`src/design/vna_fifo.sv`:
```
// vna_fifo: two-entry queue used between front and back and on the result side
// no package dependency
`default_nettype none

module vna_fifo #(
  parameter int WIDTH = 8
) (
  input  wire logic             clk,
  input  wire logic             rst,
  input  wire logic             push,
  input  wire logic [WIDTH-1:0] din,
  output logic                  full,
  input  wire logic             pop,
  output logic [WIDTH-1:0]      dout,
  output logic                  empty
);

  logic [WIDTH-1:0] mem [2];
  logic             wp;
  logic             rp;
  logic [1:0]       cnt;
  logic             do_push;
  logic             do_pop;

  assign full    = (cnt == 2'd2);
  assign empty   = (cnt == 2'd0);
  assign do_push = push && !full;
  assign do_pop  = pop && !empty;
  assign dout    = mem[rp];

  always_ff @(posedge clk) begin
    if (do_push) begin
      mem[wp] <= din;
    end
  end

  always_ff @(posedge clk) begin
    if (rst) begin
      wp  <= 1'b0;
      rp  <= 1'b0;
      cnt <= 2'd0;
    end else begin
      if (do_push) wp <= ~wp;
      if (do_pop) rp <= ~rp;
      cnt <= cnt + {1'b0, do_push} - {1'b0, do_pop};
    end
  end

endmodule

`default_nettype wire

```
`config.mk`:
```
export PLATFORM = sky130hd
export DESIGN_NAME = vna_fifo
export DESIGN_NICKNAME = d
export VERILOG_FILES = /design/src/design/vna_fifo.sv
export SDC_FILE = /design/constraint.sdc
export NUM_CORES = 1
export LEC_CHECK = 0
export ABC_AREA = 1
export BUFFER_PORTS_ARGS = -buffer_cell sky130_fd_sc_hd__buf_4
export CORE_MARGIN = 2
export CORE_UTILIZATION = 50
export DETAILED_ROUTE_END_ITERATION = 8
export HOLD_SLACK_MARGIN = 0.1
export PLACE_DENSITY = 0.76
export SLEW_MARGIN = 5
export SYNTH_ARGS = -nofsm -noshare
export SYNTH_HDL_FRONTEND = slang
export SYNTH_SLANG_ARGS = --single-unit
```
`constraint.sdc`:
```
create_clock -name clk -period 1.85 [get_ports clk]
set_input_delay 0 -clock clk [delete_from_list [all_inputs] [get_ports clk]]
set_output_delay 0 -clock clk [all_outputs]
set_load 0.02 [all_outputs]
```
==> impl_metrics.env <==
export IMPL_status="finished clean"
export IMPL_path_clk_slew_ns=0.11
export IMPL_grt_pass1_vias=549
export IMPL_rows=15
export IMPL_worstPathArrival_ns=1.81
export IMPL_drv_slew=0
export IMPL_worst_setup_path_end_kind="flop"
export IMPL_insertion_delay_ns=0.30
export IMPL_synth_distinct_cells=11
export IMPL_fmax_ghz=0.6236
export IMPL_numCtsBuffers=3
export IMPL_numPortBuffers=21
export IMPL_diodes=0
export IMPL_finalNonFillerCells=117
export IMPL_start_kind="flop"
export IMPL_first_iter_violations=5
export IMPL_hold_viol_final=0
export IMPL_routedWlPerCell_um=12.45
export IMPL_ys_async_sr_fraction_pct=0
export IMPL_grt_use_total_pct=15.55
export IMPL_relSlewSlack_pct=66.53
export IMPL_grt_pass1_wl_um=2173
export IMPL_min_period_ns=1.604
export IMPL_vias_per_cell=4.803
export IMPL_synth_seq_cells=21
export IMPL_synth_top_area_share_pct=55.33
export IMPL_synthCells=64
export IMPL_dr_pass1_iters=4
export IMPL_overflow=0
export IMPL_synth_most_common_cell="edfxtp_1"
export IMPL_dpl_hpwl_um=1011
export IMPL_finish_utilization_pct=70.64
export IMPL_finalSetupViolCount=0
export IMPL_floorplan_die_area_mm2=0.002086
export IMPL_postCtsResizedCells=0
export IMPL_setup_tns_ns=0
export IMPL_synth_area_um2=868.3
export IMPL_worst_slew_pin_slew_ns=0.5014
export IMPL_p_leak_nw=0.5279
export IMPL_synth_edff_count=16
export IMPL_ir_worst_vdd_mv=0.9208
export IMPL_cts_root_buf="clkbuf_4"
export IMPL_yosysSeqAreaShare_pct=66.86
export IMPL_fin_area_mm2=0.001180
export IMPL_yosysWarnings=0
export IMPL_antenna_found_initial=0
export IMPL_die_width_um=45.68
export IMPL_synthTopCellsByArea="edfxtp_1 55%, mux2_4 14%, dfxtp_1 12%"
export IMPL_routed_wl_um=1457
export IMPL_yosysTopAreaCell="edfxtp_1"
export IMPL_nFillCells=119
export IMPL_rsz0062_at_grt="false"
export IMPL_critical_path_class="reg2reg"
export IMPL_gp_congestion=0.6642
export IMPL_drv_cap=0
export IMPL_initial_utilization_pct=51.99
export IMPL_critical_path_peak_fanout=4
export IMPL_vias=562
export IMPL_pin_count=22
export IMPL_area_growth_pct=35.88
export IMPL_htreeDepth=1
export IMPL_fin_worst_skew_ns=0.003635
export IMPL_min_path_type="in2reg"
export IMPL_dpl_instance_area_mm2=0.001044
export IMPL_syn_area_per_cell_um2=13.57
export IMPL_fin_crit_sh_pct=86.69
export IMPL_pwr_density_cell_mw_per_mm2=1256
export IMPL_grt_max_degree=12
export IMPL_core_area_mm2=0.001670
export IMPL_ant_nets=0
export IMPL_synth_nets=78
export IMPL_worstPathRequired_ns=2.06
export IMPL_clockBufferDepth=2
export IMPL_power_mw=1.482
export IMPL_cts_tree="yes"
export IMPL_route_detailed_drc=0
export IMPL_die_h_um=45.68
export IMPL_drive_gt1_share_pct=35.00
export IMPL_synth_common_cells="16 x edfxtp_1, 10 x inv_1, 8 x mux2_4, 8 x nand2_1, 7 x nor2_1"
export IMPL_fin_nets=115
export IMPL_clkSinkCount=21
export IMPL_ys_flop_type="edfxtp_1"
export IMPL_place_inst=102
[routing by layer]
metal,track usage [%],vias to the layer above,part of all wire (%)
li1,-,284,-
met1,15.89,260,42
met2,28.45,16,53
met3,3.571,2,3.7
met4,8.824,0,1.5
met5,0,-,0
[kinds of logic after synthesis]
group,count (synthesis),share of synthesized area [%]
flops,21,66.86
fa+ha+maj,2,2.881
simple gates,20,9.654
mux,8,13.83
compound gates,2,1.153
buf+inv,11,5.620
[cell type report]
class                   count  area, um2  area share [%]
repair buffers             33      275.3           23.33
clock buffers               4      26.28           2.227
inverters                  10      37.54           3.181
multi-input cells          32      239.0           20.25
flip-flops and latches     21      580.6           49.20
well taps                  17      21.27           1.803
[flip-flops by register name, summed over array words and instances (netlist names), named ones only]
signal	count
cnt	2
mem	16
rp	1
wp	1
[report_power, final]
part | internal, mW | leakage [nW] | total [mW] | switching, mW
logic | 0.287 | 0.322 | 0.588 | 0.301
clock network | 0.0841 | 0.0150 | 0.221 | 0.137
registers | 0.606 | 0.191 | 0.672 | 0.0660
total | 0.977 | 0.528 | 1.48 | 0.504
[final timing paths]
path              startpoint  endpoint  slack (ns)  cells after the start
setup / recovery      cnt[0]    cnt[1]        0.25                     10
hold / removal           rst    cnt[0]        0.39                      3
setup reg to reg      cnt[0]    cnt[1]        0.25                     10
hold reg to reg           wp        wp        0.53                      2
[repair_timing]
item	CTS	global route
buffers inserted	0	0
hold buffers	11	0
endpoints found under the hold margin	21	0
[through the flow]
step	setup WS, ns	hold WS [ns]
after floorplan	0.3623	0.07122
after global placement	0.3568	0.1678
after detailed placement	0.2609	0.1695
after CTS	0.2465	0.3822
after global routing	0.1617	0.3943
final	0.2463	0.3921
[cells in the final DEF, fill, tap and decap left out, drive strengths merged]
cell,netlist,routed
nand2,8,8
mux2,8,8
clkbuf,0,4
buf,1,22
nand3,3,3
inv,10,10
dlygate4sd3,0,11
dfxtp,5,5
a21oi,2,2
edfxtp,16,16
nor2,9,9
ha,2,2
[critical path, cell delays in order, from the launching register on]
cell     delay [ns]
dfxtp_1        0.39
inv_1          0.07
nand2_1        0.12
nand2_1        0.10
ha_1           0.28
inv_1          0.03
ha_1           0.18
inv_1          0.06
nand2_1        0.07
a21oi_1        0.15
nor2_1         0.06
(Power assumes the default switching activity.)
