`src/design/vna_pkg.sv`:
```
// vna_pkg: shared types and codes for the vertex normal accumulator
// no dependencies; used by every module of the block but vna_fifo
`default_nettype none

package vna_pkg;

  localparam int IDX_W = 10;
  localparam int CFG_W = 11;
  localparam int POS_W = 16;
  localparam int NRM_W = 16;
  localparam int OUT_W = 24;

  localparam logic [1:0] OP_LOAD  = 2'd0;
  localparam logic [1:0] OP_TRI   = 2'd1;
  localparam logic [1:0] OP_READ  = 2'd2;
  localparam logic [1:0] OP_CLEAR = 2'd3;

  localparam logic [1:0] ST_OK    = 2'd0;
  localparam logic [1:0] ST_DEGEN = 2'd1;
  localparam logic [1:0] ST_RANGE = 2'd2;
  localparam logic [1:0] ST_SAT   = 2'd3;

  typedef struct packed {
    logic [1:0]              op;
    logic [IDX_W-1:0]        index_a;
    logic [IDX_W-1:0]        index_b;
    logic [IDX_W-1:0]        index_c;
    logic signed [POS_W-1:0] pos_x;
    logic signed [POS_W-1:0] pos_y;
    logic signed [POS_W-1:0] pos_z;
  } item_t;

  typedef struct packed {
    logic [1:0]              status;
    logic signed [OUT_W-1:0] normal_x;
    logic signed [OUT_W-1:0] normal_y;
    logic signed [OUT_W-1:0] normal_z;
  } result_t;

  typedef struct packed {
    item_t item;
    logic  range_err;
  } cmd_t;

  typedef struct packed {
    logic signed [POS_W-1:0] x;
    logic signed [POS_W-1:0] y;
    logic signed [POS_W-1:0] z;
  } pos_t;

  typedef struct packed {
    logic                    done;
    logic                    degen;
    logic signed [NRM_W-1:0] nx;
    logic signed [NRM_W-1:0] ny;
    logic signed [NRM_W-1:0] nz;
  } nrm_res_t;

endpackage

`default_nettype wire

```
`src/design/vna_front.sv`:
```
// vna_front: vertex count register and index range check of incoming items
// depends on vna_pkg
`default_nettype none

module vna_front #(
  parameter int MAX_VERTICES = 1024
) (
  input  wire logic                    clk,
  input  wire logic                    rst,
  input  wire logic                    cfg_valid,
  output logic                         cfg_ready,
  input  wire logic [vna_pkg::CFG_W-1:0] cfg_data,
  input  wire vna_pkg::item_t          item,
  output vna_pkg::cmd_t                cmd
);

  logic [vna_pkg::CFG_W-1:0] vertex_count;
  logic ok_a;
  logic ok_b;
  logic ok_c;

  function automatic logic in_range(input logic [vna_pkg::IDX_W-1:0] idx,
                                    input logic [vna_pkg::CFG_W-1:0] cnt);
    in_range = (vna_pkg::CFG_W'(idx) < cnt) && (32'(idx) < 32'(MAX_VERTICES));
  endfunction

  assign cfg_ready = 1'b1;

  always_ff @(posedge clk) begin
    if (rst) begin
      vertex_count <= '0;
    end else if (cfg_valid) begin
      vertex_count <= cfg_data;
    end
  end

  assign ok_a = in_range(item.index_a, vertex_count);
  assign ok_b = in_range(item.index_b, vertex_count);
  assign ok_c = in_range(item.index_c, vertex_count);

  always_comb begin
    cmd.item = item;
    unique case (item.op)
      vna_pkg::OP_TRI:   cmd.range_err = !(ok_a && ok_b && ok_c);
      vna_pkg::OP_CLEAR: cmd.range_err = 1'b0;
      default:           cmd.range_err = !ok_a;
    endcase
  end

endmodule

`default_nettype wire

```
`config.mk`:
```
export PLATFORM = sky130hd
export DESIGN_NAME = vna_front
export DESIGN_NICKNAME = d
export VERILOG_FILES = /design/src/design/vna_pkg.sv /design/src/design/vna_front.sv
export SDC_FILE = /design/constraint.sdc
export NUM_CORES = 1
export LEC_CHECK = 0
export BUFFER_PORTS_ARGS = -buffer_cell sky130_fd_sc_hd__buf_2
export CAP_MARGIN = 20
export CORE_ASPECT_RATIO = 0.6
export CORE_MARGIN = 5
export CORE_UTILIZATION = 30
export CTS_CLUSTER_DIAMETER = 60
export DETAILED_ROUTE_END_ITERATION = 8
export PLACE_DENSITY = 0.71
export SKIP_CTS_REPAIR_TIMING = 1
export SLEW_MARGIN = 5
export SYNTH_ARGS = -nofsm -noshare
export SYNTH_HDL_FRONTEND = slang
export SYNTH_SLANG_ARGS = --single-unit
export TNS_END_PERCENT = 10
```
`constraint.sdc`:
```
create_clock -name clk -period 2.7 [get_ports clk]
set_input_delay 0.135 -clock clk [delete_from_list [all_inputs] [get_ports clk]]
set_output_delay 0.135 -clock clk [all_outputs]
set_load 0.02 [all_outputs]
```
==> results.json <==
{
  "cts_made_buffers": 3,
  "grt_pass1_wl_mm": 5.91,
  "drive_gt1_share_pct": 42.1,
  "p_total_mw": 0.572,
  "wirelength_mm": 3.86,
  "holdPathStages": 3,
  "dpl_cell_area_um2": 1500,
  "track_usage_pct": 10.7,
  "fmax_mhz": 450,
  "ys_warn_count": 0,
  "fillers": 560,
  "yosysSeqAreaShare_pct": 13.4,
  "grt_max_degree": 12,
  "min_from": "cfg_data[0]",
  "port_buffers": 78,
  "finalClockSkew_ns": 0,
  "drc": 0,
  "post-route-util_pct": 29.7,
  "period_needed_ns": 2.22,
  "start_kind": "register",
  "synthCells": 196,
  "yosysMostFrequentCell": "buf_4",
  "peakVddDrop_v": 0.000233,
  "crit_chain": "inv_1, ha_1, a21oi_1, o32a_2, o21ai_1, o41a_1, a2bb2oi_1, buf_2",
  "dr_total_vias": 1199,
  "wl_per_cell_um": 14.8,
  "rsz0062_at_grt": "false",
  "postLayoutSetupSlackWorst_ns": 0.478,
  "synth.distinct_cells": 29,
  "avgSynthCellArea_um2": 8.36,
  "reg2reg_to": "vertex_count[10]",
  "htree_num_levels": 1,
  "start_util_pct": 31.6,
  "maxCapViolations": 0,
  "ant_nets": 0,
  "grt-ovfl-total": 0,
  "required_ns": 2.57,
  "r2r_slack_ns": 1.99,
  "status": "complete, no violations",
  "setup.worst_path.end_class": "output port",
  "slew_violations": 0,
  "ff_latch_area_um2": 220,
  "hold_viol_final": 0,
  "max_stage_delay_ns": 0.42,
  "synth_area_um2": 1640,
  "r2r_cells": 2,
  "worstSetupPathType": "reg2out",
  "drtPass1Iterations": 4,
  "antennaDiodeCount": 0,
  "setup-violations-final": 0,
  "largest_reg_flops": 11,
  "grt_pass1_vias": 1167,
  "gp_congestion": 0.777,
  "synth_area_leaders": "buf_4 (37%), ha_1 (21%), dfxtp_1 (13%), mux2i_1 (6.7%), nor2_1 (3.0%)",
  "multi_input_area_um2": 764,
  "io_pins": 176,
  "post-route-period-util_pct": 82.3,
  "finish.net_count": 317,
  "synth_common_cells": "buf_4 (81), ha_1 (27), nor2_1 (13), dfxtp_1 (11), mux2i_1 (11)",
  "min_to": "vertex_count[0]",
  "top_register": "vertex_count",
  "clockBufferDepth": 2,
  "synth_edf_count": 0,
  "grt_antenna_before_repair": 0,
  "finalSetupTns_ns": 0,
  "clock_latency_ns": 0.23,
  "postLayoutCellArea_um2": 1540,
  "clk_pin_slew_ns": 0.05,
  "synth_top_area_cell": "buf_4",
  "crit_arrival_ns": 2.09,
  "vias_per_cell": 4.59,
  "cts_tree": "yes",
  "area_delta_synth_final_pct": -6.03,
  "synth-async-reset-ratio_pct": 0,
  "hold_class": "in2reg",
  "die_w_um": 105,
  "synth_top_area_share_pct": 37.1,
  "hpwl_mm": 3.50,
  "critPathSlowestCell": "o41a_1",
  "r2r-start": "vertex_count[10]",
  "design.die.area_um2": 7090,
  "powerDensity_nw_per_um2": 371,
  "die_y_um": 67.3,
  "syn-num-nets": 317,
  "core_um2": 5180,
  "p_leak_nw": 0.800,
  "ys_ff_latch": 11,
  "crit_fanout": 3,
  "place_ws_ns": 0.744,
  "rows": 20,
  "drt_iter0_drc": 55,
  "reg.largest.list": "vertex_count x11",
  "clock_sinks": 11,
  "ys.flop_type": "dfxtp_1",
  "ctsRootBufferMaster": "clkbuf_8"
}
==> cell usage in the layout, fill, tap and decap left out, types with 3 or more instances in the layout <==
cell and count:
a211oi_1 4, a21o_1 3, a21oi_1 7, buf_2 78, clkbuf_8 3, dfxtp_1 11, ha_1 27, inv_1 10
mux2i_1 11, nand2_1 3, nand2b_1 3, nor2_1 13, o21ai_0 3
==> power by group <==
part	leakage, nW	total (mW)	internal, mW	switching (mW)
sequential	0.0909	0.180	0.173	0.00702
clock	0.0228	0.159	0.103	0.0554
combinational	0.686	0.233	0.101	0.132
total	0.800	0.572	0.377	0.195
==> critical path: cells and delay by family, from the launching register on <==
family / cells / cell delay, ns
buffers and inverters: 2 / 0.26
DFF: 1 / 0.34
AOI/OAI and AO/OA: 5 / 0.93
adders and majority gates: 1 / 0.30
==> cell type report <==
type | instances | share of cell area [%]
multi-input cells | 92 | 49.6
inverters | 10 | 2.44
clock buffers | 4 | 2.92
repair buffers | 78 | 25.3
flip-flops and latches | 11 | 14.3
well taps | 66 | 5.36
==> worst max-delay path by stage <==
stage	start	to	cells past startpoint
after floorplan	vertex_count[6]	cmd[0]	6
after global placement	vertex_count[6]	cmd[0]	7
after CTS	vertex_count[4]	cmd[0]	8
after detailed placement	vertex_count[4]	cmd[0]	8
final	vertex_count[6]	cmd[0]	8
after global routing	vertex_count[4]	cmd[0]	8
==> metal layers <==
metal / vias up / global-route usage, % / part of all wire, %
met3: 4 / 4.68 / 9.9
met2: 79 / 13.8 / 37
met5: - / 0 / 0
li1: 592 / - / -
met1: 524 / 15.5 / 53
met4: 0 / 2.95 / 0.65
==> logic make-up after synthesis <==
group	Yosys count	share of synthesized area, %
simple gates	28	8.55
mux	11	6.72
fa+ha+maj	27	20.6
other cells	1	0.229
buf+inv	93	39.9
flops	11	13.4
compound gates	25	10.5
==> per-stage QoR <==
stage | hold slack [ns] | std cells
final | 0.140 | 261
after global routing | 0.137 | 261
after CTS | 0.132 | 261
after detailed placement | 0.270 | 257
after global placement | 0.270 | 257
after floorplan | 0.207 | 196
Power figures use the tool's default switching activity.
